## config.mk

```make
export PLATFORM = sky130hd
export DESIGN_NAME = salc_lookup
export DESIGN_NICKNAME = d
export VERILOG_FILES = /design/src/hw/rtl/salc_pkg.sv /design/src/hw/rtl/salc_lookup.sv
export SDC_FILE = /design/constraint.sdc
export NUM_CORES = 1
export LEC_CHECK = 0
export BUFFER_PORTS_ARGS = -buffer_cell sky130_fd_sc_hd__clkbuf_2
export CAP_MARGIN = 20
export CORE_MARGIN = 2
export CORE_UTILIZATION = 49
export DETAILED_ROUTE_END_ITERATION = 8
export PLACE_DENSITY = 0.91
export SYNTH_ARGS = -nofsm -noshare
export SYNTH_HDL_FRONTEND = slang
export SYNTH_SLANG_ARGS = --single-unit
```

## constraint.sdc

```tcl
create_clock -name vclk -period 6.2
set_clock_uncertainty 0.1 [all_clocks]
set_input_delay 0.93 -clock vclk [all_inputs]
set_output_delay 0.93 -clock vclk [all_outputs]
set_load 0.01 [all_outputs]
```

## src/hw/rtl/salc_pkg.sv

```systemverilog
// salc_pkg: shared types and constants of the set-associative cache tag controller
// address split, request and response words, register indexes; no dependencies
`default_nettype none

package salc_pkg;

	localparam int WAYS_DEFAULT = 4;
	localparam int SETS         = 64;
	localparam int LINE_BYTES   = 64;
	localparam int ADDR_BITS    = 32;

	localparam int OFF_BITS  = $clog2(LINE_BYTES);
	localparam int SET_BITS  = $clog2(SETS);
	localparam int TAG_WIDTH = ADDR_BITS - OFF_BITS - SET_BITS;

	localparam int CFG_IDX_BITS = 1;
	localparam int CFG_DATA_BITS = 1;

	localparam logic [CFG_IDX_BITS-1:0] REG_WB_MODE = 1'd0;
	localparam logic [CFG_IDX_BITS-1:0] REG_WA_MODE = 1'd1;

	localparam logic REQ_READ  = 1'b0;
	localparam logic REQ_WRITE = 1'b1;

	typedef struct packed {
		logic        req_type;
		logic [31:0] address;
	} req_t;

	typedef struct packed {
		logic        hit;
		logic [1:0]  way;
		logic        allocated;
		logic        evicted;
		logic [19:0] victim_tag;
		logic        mem_write;
	} rsp_t;

	typedef struct packed {
		logic wb_en;
		logic wa_en;
	} mode_t;

endpackage

`default_nettype wire

```

## src/hw/rtl/salc_lookup.sv

```systemverilog
// salc_lookup: tag compare, victim choice and lru/dirty/valid update for one set row
// uses salc_pkg for the response word, the mode flags and the tag width
`default_nettype none

module salc_lookup #(
	parameter int WAYS = salc_pkg::WAYS_DEFAULT
) (
	input  wire logic                                             is_write,
	input  wire logic [salc_pkg::TAG_WIDTH-1:0]                   tag,
	input  wire salc_pkg::mode_t                                  mode,
	input  wire logic [WAYS-1:0][salc_pkg::TAG_WIDTH-1:0]         tag_row,
	input  wire logic [WAYS-1:0]                                  valid,
	input  wire logic [WAYS-1:0]                                  dirty,
	input  wire logic [WAYS-1:0][((WAYS > 1) ? $clog2(WAYS) : 1)-1:0] rank,
	output salc_pkg::rsp_t                                        rsp,
	output logic                                                  alloc,
	output logic [((WAYS > 1) ? $clog2(WAYS) : 1)-1:0]            sel,
	output logic [WAYS-1:0]                                       new_valid,
	output logic [WAYS-1:0]                                       new_dirty,
	output logic [WAYS-1:0][((WAYS > 1) ? $clog2(WAYS) : 1)-1:0]  new_rank
);

	localparam int RANK_W = (WAYS > 1) ? $clog2(WAYS) : 1;

	logic [WAYS-1:0]   hit_vec;
	logic              hit;
	logic              any_inv;
	logic [RANK_W-1:0] hit_sel;
	logic [RANK_W-1:0] inv_sel;
	logic [RANK_W-1:0] lru_sel;
	logic [RANK_W-1:0] old_rank;
	logic              no_alloc;
	logic              evict;

	always_comb begin
		hit_sel = '0;
		inv_sel = '0;
		lru_sel = '0;
		for (int w = WAYS - 1; w >= 0; w--) begin
			hit_vec[w] = valid[w] && (tag_row[w] == tag);
			if (hit_vec[w]) begin
				hit_sel = RANK_W'(w);
			end
			if (!valid[w]) begin
				inv_sel = RANK_W'(w);
			end
			if (rank[w] == RANK_W'(WAYS - 1)) begin
				lru_sel = RANK_W'(w);
			end
		end
		hit      = |hit_vec;
		any_inv  = ~&valid;
		no_alloc = !hit && is_write && !mode.wa_en;
		alloc    = !hit && !no_alloc;
		evict    = alloc && !any_inv;
		sel      = hit ? hit_sel : (any_inv ? inv_sel : lru_sel);
		old_rank = rank[sel];

		new_valid = valid;
		new_dirty = dirty;
		new_rank  = rank;
		if (hit && is_write && mode.wb_en) begin
			new_dirty[sel] = 1'b1;
		end
		if (alloc) begin
			new_valid[sel] = 1'b1;
			new_dirty[sel] = is_write && mode.wb_en;
		end
		if (hit || alloc) begin
			for (int i = 0; i < WAYS; i++) begin
				if (rank[i] < old_rank) begin
					new_rank[i] = rank[i] + RANK_W'(1);
				end
			end
			new_rank[sel] = '0;
		end

		rsp.hit        = hit;
		rsp.way        = (hit || alloc) ? 2'(sel) : 2'd0;
		rsp.allocated  = alloc;
		rsp.evicted    = evict;
		rsp.victim_tag = evict ? 20'(tag_row[sel]) : 20'd0;
		rsp.mem_write  = (hit && is_write && !mode.wb_en) || no_alloc
			|| (evict && dirty[sel]) || (alloc && is_write && !mode.wb_en);
	end

endmodule

`default_nettype wire
```

=== Yosys cells after proc, flatten, opt, wreduce, memory -nomap -nowiden ===
Index checks and enable logic that the tools add are counted.

* Add/subtract/negate cells: 4
* Magnitude comparators: 6
* Eq/ne operators: 8
* Mux-type cells: 39
* Bitwise operators: 4
* Reductions and logical operators: 26

{| class="wikitable"
|+ Operator list
! operator !! number
|-
| 20-bit equality test || 4
|-
| 2-bit 2-to-1 mux || 25
|-
| 20-bit binary-select mux with 2-bit select || 1
|-
| 20-bit 2-to-1 mux || 2
|-
| 1-bit logical AND || 16
|-
| 4-bit 2-to-1 mux || 3
|-
| 2-bit by 1-bit adder with 2-bit output, second input constant || 4
|-
| 8-bit bitwise AND || 1
|-
| 2-bit equality test, second input constant || 4
|-
| 2-bit < comparator || 4
|-
| 8-bit 2-to-1 mux || 1
|-
| 8-bit NOT || 1
|-
| 4-bit bitwise OR || 2
|-
| 2-bit binary-select mux with 2-bit select || 1
|-
| 4-bit bitwise mux || 1
|-
| 2-bit demux with 2-bit select || 1
|-
| 1-bit zero test || 4
|-
| 1-bit logical OR || 4
|-
| 4-bit AND reduction || 1
|-
| 4-bit OR reduction || 1
|-
| 2-bit by 3-bit < comparator with 1-bit output, second input constant || 1
|-
| 1-bit binary-select mux with 2-bit select || 1
|-
| 1-bit demux with 2-bit select || 1
|-
| 2-bit by 1-bit greater-or-equal comparator with 1-bit output, second input constant || 1
|-
| 1-bit 2-to-1 mux || 2
|}

* Flip-flop bits (word level): 0
* Bits of input ports: 119
* Output and inout bits: 45
* Word-level logic and storage cells: 87

=== Longest topological paths before layout ===
Gate-level depths: netlist of run 1.

* Word-level depth: 15
* Depth in mapped cells: 12
* Gate-level depth less buffers: 11

=== Worst setup path before layout of run 1 ===
No wires, ideal clock.

* Kind: input-to-output
* From: in tag[16] (netlist bit)
* To: out new_rank[4] (netlist bit)
* Arrival: 3.414 ns
* Data required time: 5.170 ns
* Setup slack: 1.756 ns
* Cell stages on the path: 10
* Path buffers: 1
* Cell sequence: xor2_1 or4_1 or4_4 o2bb2ai_4 o211ai_4 mux2i_1 mux2i_1 buf_2 nand2_1 a222oi_1

{| class="wikitable"
|+ RTL lines
! element !! RTL line !! text
|-
| from (decl) || salc_lookup.sv:9 || <nowiki>input wire logic [salc_pkg::TAG_WIDTH-1:0] tag,</nowiki>
|-
| to (decl) || salc_lookup.sv:20 || <nowiki>output logic [WAYS-1:0][((WAYS > 1) ? $clog2(WAYS) : 1)-1:0] new_rank</nowiki>
|}

==> results of run 1 <==
==> power groups by stage <==
stage	logic, mW	registers (mW)	clock network [mW]
5_1_grt	0.301	0	0
3_5_place_dp	0.273	0	0
6_report	0.281	0	0
3_3_place_gp	0.268	0	0
4_1_cts	0.275	0	0
2_1_floorplan	0.167	0	0
==> cell families after synthesis <==
group | Yosys count | share of synthesized area [%]
AO/OA/AOI/OAI | 42 | 14.19
AND/OR/NAND/NOR | 129 | 29.77
XOR/XNOR | 80 | 26.76
adder cells (fa/ha/maj) | 4 | 1.911
multiplexers | 27 | 21.45
buffers and inverters | 32 | 5.924
==> how the worst max path moves through the flow <==
stage          startpoint     endpoint  slack [ps]  depth (start not counted)
4_1_cts           tag[17]      rsp[10]        1020                         11
6_report          tag[17]      rsp[19]         790                         11
2_1_floorplan     tag[16]  new_rank[4]        1760                         10
3_5_place_dp      tag[17]      rsp[10]        1030                         11
5_1_grt           tag[17]  new_rank[4]         710                         11
3_3_place_gp      tag[17]  new_rank[4]        1160                         11
==> cell type report <==
class | count | share of cell area [%]
Tap cell | 70 | 2.535
Timing Repair Buffer | 167 | 24.52
Inverter | 13 | 1.485
Multi-Input combinational cell | 282 | 71.46
==> per-layer routing <==
layer  global-route usage (%)  wire, µm  part of all wire [%]  vias to the layer above
met5                        0         0                     0                        -
met4                    9.464       342                   3.5                        0
met3                    4.706       917                   9.3                       49
met2                    56.14      4791                    49                      253
met1                    40.78      3780                    38                     1522
li1                         -         -                     -                     1494
==> per-stage QoR <==
step / hold WS, ps / setup WS (ps) / area [µm²]
after global placement: 2077 / 1162 / 3443
after detailed placement: 2078 / 1034 / 3443
final: 2082 / 790.6 / 3455
after global routing: 2126 / 708.6 / 3455
after floorplan: 1862 / 1757 / 2619
after CTS: 2079 / 1017 / 3443
==> cells in the final DEF (no fill, tap or decap), types with 4 or more instances in the layout <==
| master | instances |
|---|---|
| clkbuf_2 | 164 |
| xnor2_1 | 61 |
| nand4_1 | 23 |
| mux4_2 | 21 |
| and2_1 | 20 |
| xor2_1 | 19 |
| nor2_1 | 16 |
| inv_1 | 11 |
| nand2_1 | 11 |
| nor3_1 | 8 |
| nand3_1 | 6 |
| nor4_1 | 6 |
| o21ai_0 | 6 |
| and3_1 | 5 |
| or3_1 | 5 |
| nor4b_1 | 4 |
| ha_1 | 4 |
==> worst max-delay path: cells and delay by family <==
family | cells | cell delay, ps
mux | 1 | 310
compound gates | 1 | 310
xor+xnor | 1 | 400
simple gates | 4 | 1090
buf+inv | 4 | 1330
==> impl_results.md, run 1 <==
- Area grow syn2layout: 31.92%
- Synth area leader: xnor2_1
- CP max stage cell: clkinv_1
- Register area share after synthesis: 0%
- Drt drc: 0
- Seq pwr share: 0%
- Post-CTS setup buffers: 0
- Top cells by count, synth: xnor2_1 (61), nand4_1 (23), mux4_2 (21), and2_1 (20), xor2_1 (19)
- ANT nets after route: 0
- # hold bufs at CTS: 0
- Pin count of the biggest net entering global routing: 32
- Finished Layout Cells: 532
- 1st-pass router iterations: 5
- Filler Cells Inserted: 474
- Total of max-cap violations: 0
- Vias in the first global route: 3327
- Worst EP required: 5170 ps
- Worst Hold Path Cells: 4
- Placed cell count: 531
- Row cnt: 26
- Die Span X: 77.11 µm
- Footprint of the multi-input gates: 0.002469 mm²
- Power density cells: 81.21 mW/mm²
- Worst slew pin tran: 688.8 ps
- IO buf count: 164
- Core ar.: 0.005140 mm²
- RSZ-0062 raised after global routing: no
- Gr ovfl total: 0
- Antenna Cells: 0
- Max FO, Critical Path: 17
- Syn Std Cell Area: 0.002619 mm²
- Setup CP Type: in -> out
- CTS resizes: 0
- Cells after synthesis: 314
- Final Wtd Congestion: 0.9861
- Startpoint types: input port
- Fin Setup TNS: 0 ps
- Max transition margin: 53.91%
- P_sw: 0.1505 mW
- Layout cells sized above 1: 45.24%
- Final period util: 87.25%
- Die height: 77.11 µm
- # clk buffers: 0
- Kind of end point of the critical path: primary output
- Synth top area cells: xnor2_1 (20%), mux4_2 (18%), xor2_1 (6.4%), nand4_1 (5.5%), and2_1 (4.8%)
- FF+latch count: 0
- GR Util All Layers: 32.07%
- Yosys cell types: 62
- IO Count: 164
- Starting Density: 50.95%
- Sw frac: 53.65%
- Yosys warnings: 0
- Cell Int Power: 0.1300 mW
- Power Total: 0.2805 mW
- Routed vias: 3318
- Initial antenna violation count: 0
- Vias/cell: 6.237
- Final hold vios: 0
- Peak VDD IR: 0.03845 mV
- Fin. max-slew vios: 0
- WL/cell: 18.48 µm
- Status: finished, final reports clean
- Setup violators final: 0
- Die area: 0.005945 mm²
- Comb pwr share: 100.0%
- Worst Path Arrival: 4380 ps
- Hold path startpoint: dirty[0]
- Layout Utilization: 67.21%
- DP Wirelength: 8355 µm
- Leakage: 1.520 nW
- Reg area: 0 µm²
- Avg Synthesized Cell Area: 8.340 µm²
- Most common cell in the netlist: xnor2_1
- Syn nets: 437
- Clock network power share: 0%
- Cell Chain, Critical Path: clkbuf_2 -> xnor2_1 -> nand4_1 -> nor4_1 -> nand4_1 -> o211ai_4 -> clkinv_1 -> buf_4 -> mux4_2 -> and2_1 -> clkbuf_2
- Nets: 587
- Fin crit period: 5409 ps
- Post-Route WL: 9831 µm
- Max frequency: 0.1849 GHz
- Worst hold path endpoint: new_dirty[0]
- Synth top area share: 20.40%
- Slowest stage delay, CP: 660 ps
- HP Class: in -> out
- Initial DRC count: 326
- First-pass GRT wire length: 15700 µm
Power figures use the tool's default switching activity.
==> run 2: changes to the inputs <==
Settings changed: BUFFER_PORTS_ARGS -buffer_cell sky130_fd_sc_hd__clkbuf_2 to not set, CORE_UTILIZATION 49 to 58, DONT_BUFFER_PORTS set to 1, PLACE_DENSITY 0.91 to 0.75.
==> run 2 against run 1 <==
Sequential share of layout area stayed put; worst hold slack worse by 210 ps; setup slack better by 430 ps; combinational power is 30% lower; cell count is 34% lower; via count is 23% lower; global-route usage is 1.2 points lower; die area is 15% lower; largest power group unchanged.
==> impl_results.md, run 2 (synthesis results as in run 1) <==
- Status: finished, final reports clean (unchanged)
- Total of max-cap violations: 0 (unchanged)
- Final WS setup: 1221 ps (was 790.6 ps)
- Max transition margin: 55.76% (was 53.91%)
- Worst slew pin tran: 661.2 ps (was 688.8 ps)
- GR Util All Layers: 30.90% (was 32.07%)
- Layout cells sized above 1: 15.10% (was 45.24%)
- Starting Density: 60.14% (was 50.95%)
- Power Total: 0.1970 mW (was 0.2805 mW)
- Area grow syn2layout: -0.4301% (was 31.92%)
- # hold bufs at CTS: 0 (unchanged)
- Max frequency: 0.2008 GHz (was 0.1849 GHz)
- Post-placement cell area: 0.002608 mm² (was 0.003443 mm²)
- Footprint of the multi-input gates: 0.002469 mm² (unchanged)
- Worst hold slack: 1870 ps (was 2082 ps)
- Core ar.: 0.004354 mm² (was 0.005140 mm²)
- Die height: 71.20 µm (was 77.11 µm)
- CTS resizes: 0 (unchanged)
- 1st-pass router iterations: 4 (was 5)
- Leakage: 0.8269 nW (was 1.520 nW)
- Placed cell count: 350 (was 531)
- Final hold vios: 0 (unchanged)
- IO buf count: 0 (was 164)
- Filler Cells Inserted: 394 (was 474)
- Worst Path Arrival: 3950 ps (was 4380 ps)
- DP Wirelength: 6877 µm (was 8355 µm)
- Row cnt: 24 (was 26)
- Gr ovfl total: 0 (unchanged)
- Power density cells: 75.54 mW/mm² (was 81.21 mW/mm²)
- Comb pwr share: 100.0% (about the same)
- Cell Int Power: 0.09515 mW (was 0.1300 mW)
- P_sw: 0.1018 mW (was 0.1505 mW)
- First-pass GRT wire length: 12700 µm (was 15700 µm)
- Fin. max-slew vios: 0 (unchanged)
- Post-CTS setup buffers: 0 (unchanged)
- Worst EP required: 5170 ps (about the same)
- Initial antenna violation count: 0 (unchanged)
- Fin crit period: 4979 ps (was 5409 ps)
- Peak VDD IR: 0.03705 mV (was 0.03845 mV)
- Setup violators final: 0 (unchanged)
- Pin count of the biggest net entering global routing: 32 (unchanged)
- Most common cell after layout, fill and taps aside: xnor2_1 (was clkbuf_2)
- Seq pwr share: 0% (about the same)
- Fin Setup TNS: 0 ps (unchanged)
- WL/cell: 23.42 µm (was 18.48 µm)
- Sw frac: 51.69% (was 53.65%)
- RSZ-0062 raised after global routing: no (unchanged)
- Vias/cell: 7.291 (was 6.237)
- Antenna Cells: 0 (unchanged)
- Layout Utilization: 59.89% (was 67.21%)
- Clock network power share: 0% (about the same)
- Final Wtd Congestion: 0.9033 (was 0.9861)
- Vias in the first global route: 2456 (was 3327)
- Final period util: 80.31% (was 87.25%)
- Setup CP Type: in -> out (unchanged)
- Nets: 423 (was 587)
- Kind of end point of the critical path: primary output (unchanged)
- Initial DRC count: 242 (was 326)
- IO Count: 164 (unchanged)
- Reg area: 0 µm² (unchanged)
- Finished Layout Cells: 350 (was 532)
- Startpoint types: input port (unchanged)
- Post-route cell area: 0.002608 mm² (was 0.003455 mm²)
- Most frequent cells in the layout: xnor2_1 (61), nand4_1 (23), mux4_2 (21) (was clkbuf_2 (164), xnor2_1 (61), nand4_1 (23))
- Routed vias: 2552 (was 3318)
- FF+latch count: 0 (unchanged)
- ANT nets after route: 0 (unchanged)
- Post-Route WL: 8197 µm (was 9831 µm)
- Die area: 0.005069 mm² (was 0.005945 mm²)
- Drt drc: 0 (unchanged)
- Place WS: 1285 ps (was 1034 ps)
- # clk buffers: 0 (unchanged)
- Die Span X: 71.20 µm (was 77.11 µm)
- Max FO, Critical Path: 17 (unchanged)
- HP Class: in -> out (unchanged)
## run 2: path summary, 6_finish.rpt
check / slack (ps) / start / to / cells past startpoint
max: 1220 / tag[17] / new_rank[4] / 9
min: 1870 / valid[2] / new_valid[2] / 1
## run 2: layer usage
layer,vias up,wire (µm),GRT usage [%]
met3,3,996,7.977
li1,1155,-,-
met2,170,3906,50.31
met1,1224,3286,43.96
met4,0,8,0.4193
met5,-,0,0
## run 2: power groups by stage
stage | clock network [mW] | registers (mW) | logic, mW
final | 0 | 0 | 0.197
after global routing | 0 | 0 | 0.213
after CTS | 0 | 0 | 0.195
after detailed placement | 0 | 0 | 0.193
after floorplan | 0 | 0 | 0.167
after global placement | 0 | 0 | 0.193
## run 2: area by class of cell
| cell class | count | area share (%) |
|---|---|---|
| inverters | 13 | 1.967 |
| multi-input cells | 282 | 94.67 |
| well taps | 52 | 2.495 |
| repair buffers | 3 | 0.8637 |
## run 2: worst max-delay path, cell delays in order
cell and delay (ps):
xnor2_1 280, nand4_1 130, nor4_1 370, nand4_1 200, o211ai_4 290, clkinv_1 710
o21ai_0 380, o31ai_1 120, a222oi_1 520
==> run 3: changes to the inputs <==
Settings changed: ABC_AREA set to 1.
Clock period 6.2 ns to 4.8 ns, I/O delays scaled along.
==> run 3 against run 2 <==
Setup slack worse by 690 ps; utilization increased by 0.68 points; clock-buffer cell count unchanged; first-iteration DRC count rose by 83%.
==> impl_results.md, run 3 <==
- Fin. max-slew vios: 0 (unchanged)
- Most frequent cells in the layout: nand2_1 (329), nor2_1 (116), inv_1 (107) (was xnor2_1 (61), nand4_1 (23), mux4_2 (21))
- # clk buffers: 0 (unchanged)
- Power Total: 0.3224 mW (was 0.1970 mW)
- IO Count: 164 (unchanged)
- RSZ-0062 raised after global routing: no (unchanged)
- CTS resizes: 0 (unchanged)
- Area grow syn2layout: 0.3367% (was -0.4301%)
- Worst EP required: 3980 ps (was 5170 ps)
- Final hold vios: 0 (unchanged)
- Gr ovfl total: 0 (unchanged)
- Adder-Cell Fraction of Synth Area: 1.496% (was 1.911%)
- Crit-path leading delay family: simple AND/OR/NAND/NOR gates (was compound AO/OA/AOI/OAI gates)
- Setup violators final: 0 (unchanged)
- Post-synthesis xor/xnor area fraction: 1.048% (was 26.76%)
- Vias/cell: 5.827 (was 7.291)
- Initial antenna violation count: 0 (unchanged)
- Core ar.: 0.005540 mm² (was 0.004354 mm²)
- Max FO, Critical Path: 17 (unchanged)
- Antenna Cells: 0 (unchanged)
- Post-CTS setup buffers: 0 (unchanged)
- IO buf count: 0 (unchanged)
- Row cnt: 27 (was 24)
- GRT met3 Usage: 7.692% (was 7.977%)
- Cell Chain, Critical Path: xnor2_1 -> nand3_1 -> nor2_1 -> nand2_1 -> nor2_1 -> nand2_1 -> nand2_2 -> nand2_4 -> nand2_4 -> nand2_1 -> buf_4 -> o22ai_1 -> a221oi_1 -> nor2_1 (was xnor2_1 -> nand4_1 -> nor4_1 -> nand4_1 -> o211ai_4 -> clkinv_1 -> o21ai_0 -> o31ai_1 -> a222oi_1)
- Leakage: 2.138 nW (was 0.8269 nW)
- Layout cells sized above 1: 6.334% (was 15.10%)
- Startpoint types: input port (unchanged)
- Synth top area share: 36.92% (was 20.40%)
- Die Span X: 79.94 µm (was 71.20 µm)
- Kind of end point of the critical path: primary output (unchanged)
- Reg area: 0 µm² (unchanged)
- Setup CP Type: in -> out (unchanged)
- Post-route cell area: 0.003356 mm² (was 0.002608 mm²)
- Worst Path Arrival: 3450 ps (was 3950 ps)
- Drt drc: 0 (unchanged)
- Fin crit period: 4271 ps
- GR Util All Layers: 40.08% (was 30.90%)
- Fin Setup TNS: 0 ps (unchanged)
- Power density cells: 96.08 mW/mm² (was 75.54 mW/mm²)
- Yosys warnings: 0 (unchanged)
- Pin count of the biggest net entering global routing: 23 (was 32)
- ANT nets after route: 0 (unchanged)
- 1st-pass router iterations: 6 (was 4)
- Slowest stage delay, CP: 500 ps (was 710 ps)
- Total of max-cap violations: 0 (unchanged)
- Yosys cell types: 36 (was 62)
- Synth area leader: nand2_1 (was xnor2_1)
- Post-Route WL: 13300 µm (was 8197 µm)
- Gr busiest metal: met2 (unchanged)
- DP Wirelength: 11300 µm (was 6877 µm)
- Post-synthesis compound-gate area fraction: 15.23% (was 14.19%)
- Synth top area cells: nand2_1 (37%), nor2_1 (13%), inv_1 (12%), nand3_1 (5.7%), a221oi_1 (5.0%) (was xnor2_1 (20%), mux4_2 (18%), xor2_1 (6.4%), nand4_1 (5.5%), and2_1 (4.8%))
- Status: finished, final reports clean (unchanged)
- Die area: 0.006390 mm² (was 0.005069 mm²)
- CP Buf/Inv Count: 1 (unchanged)
- Starting Density: 60.37% (was 60.14%)
- Most common cell after layout, fill and taps aside: nand2_1 (was xnor2_1)
- # hold bufs at CTS: 0 (unchanged)
- Peak VDD IR: 0.08350 mV (was 0.03705 mV)
- Routed vias: 4743 (was 2552)
- Met1 Usage GRT: 51.68% (was 43.96%)
- Nets: 867 (was 423)
- Register area share after synthesis: 0% (unchanged)
- Cells after synthesis: 753 (was 314)
- First-pass GRT wire length: 20240 µm (was 12700 µm)
- Combinational family with the most area after synthesis: simple AND/OR/NAND/NOR gates (unchanged)
- Proportion of synthesized area in mux cells: 0% (was 21.45%)
- GR Layer Usage met2: 68.25% (was 50.31%)
- Initial DRC count: 444 (was 242)
- Final period util: 88.97%
- Max transition margin: 46.55% (was 55.76%)
- Post-placement cell area: 0.003356 mm² (was 0.002608 mm²)
- Synth Area in Simple Gates: 64.01% (was 29.77%)
- Avg Synthesized Cell Area: 4.442 µm² (was 8.340 µm²)
- WL/cell: 16.34 µm (was 23.42 µm)
- Top cells by count, synth: nand2_1 (329), nor2_1 (116), inv_1 (107), nand3_1 (38), inv_2 (21) (was xnor2_1 (61), nand4_1 (23), mux4_2 (21), and2_1 (20), xor2_1 (19))
- Max frequency: 0.2342 GHz
- Vias in the first global route: 4286 (was 2456)
- Syn Std Cell Area: 0.003344 mm² (was 0.002619 mm²)
- CP max stage cell: nand2_1 (was clkinv_1)
- Most common cell in the netlist: nand2_1 (was xnor2_1)
- HP Class: in -> out (unchanged)
- FF+latch count: 0 (unchanged)
- Syn nets: 876 (was 437)
- Die height: 79.94 µm (was 71.20 µm)
- Final Wtd Congestion: 1.032 (was 0.9033)
- Worst slew pin tran: 799.9 ps (was 661.2 ps)
## run 3: changes by cell type in the layout (fill, tap and decap cells not counted), sizes merged, moves of 7 or more
cell / change
nand4: -9
nor2: +103
o22ai: +18
a221oi: +16
and2: -21
xnor2: -57
mux4: -21
nor4: -7
a21oi: +14
nand2: +329
nand3: +34
xor2: -19
inv: +118
## run 3: through the flow
| stage | hold slack (ps) | std cells | setup WS [ps] | utilization, % |
|---|---|---|---|---|
| 6_report | 1445 | 814 | 529.3 | 60.57 |
| 5_1_grt | 1448 | 814 | 369.6 | 60.57 |
| 4_1_cts | 1445 | 814 | 687.5 | 60.57 |
| 3_5_place_dp | 1445 | 814 | 692.5 | 60.57 |
| 3_3_place_gp | 1448 | 814 | 720.8 | 60.57 |
| 2_1_floorplan | 1443 | 753 | 1513 | - |
## run 3: cell type report
class | count | area [µm²]
Tap cell | 72 | 90.09
Fill cell | 640 | 2185
Multi-Input combinational cell | 607 | 2735
Timing Repair Buffer | 5 | 37.54
Inverter | 130 | 493.0
## run 3: worst paths after layout
kind                 start           end  depth (start not counted)
setup / recovery    tag[4]       rsp[17]                         14
hold / removal    valid[3]  new_valid[3]                          1
## run 3: kinds of logic (layout without fill, tap and decap cells)
family	Yosys count	after routing
AOI/OAI and AO/OA	77	77
buffers and inverters	146	135
xor gates and xnor gates	4	4
adders and majority gates	4	4
and+or+nand+nor	522	522
## run 3: per-layer routing
| metal | wire length [µm] | up-vias |
|---|---|---|
| met5 | 0 | - |
| met3 | 1500 | 28 |
| met1 | 5459 | 2065 |
| met2 | 6034 | 312 |
| li1 | - | 2338 |
| met4 | 307 | 0 |
## run 3: power breakdown
group | internal [mW] | switching (mW) | total (mW) | leakage (nW)
combinational | 0.106 | 0.216 | 0.322 | 2.14
clock | 0 | 0 | 0 | 0
sequential | 0 | 0 | 0 | 0
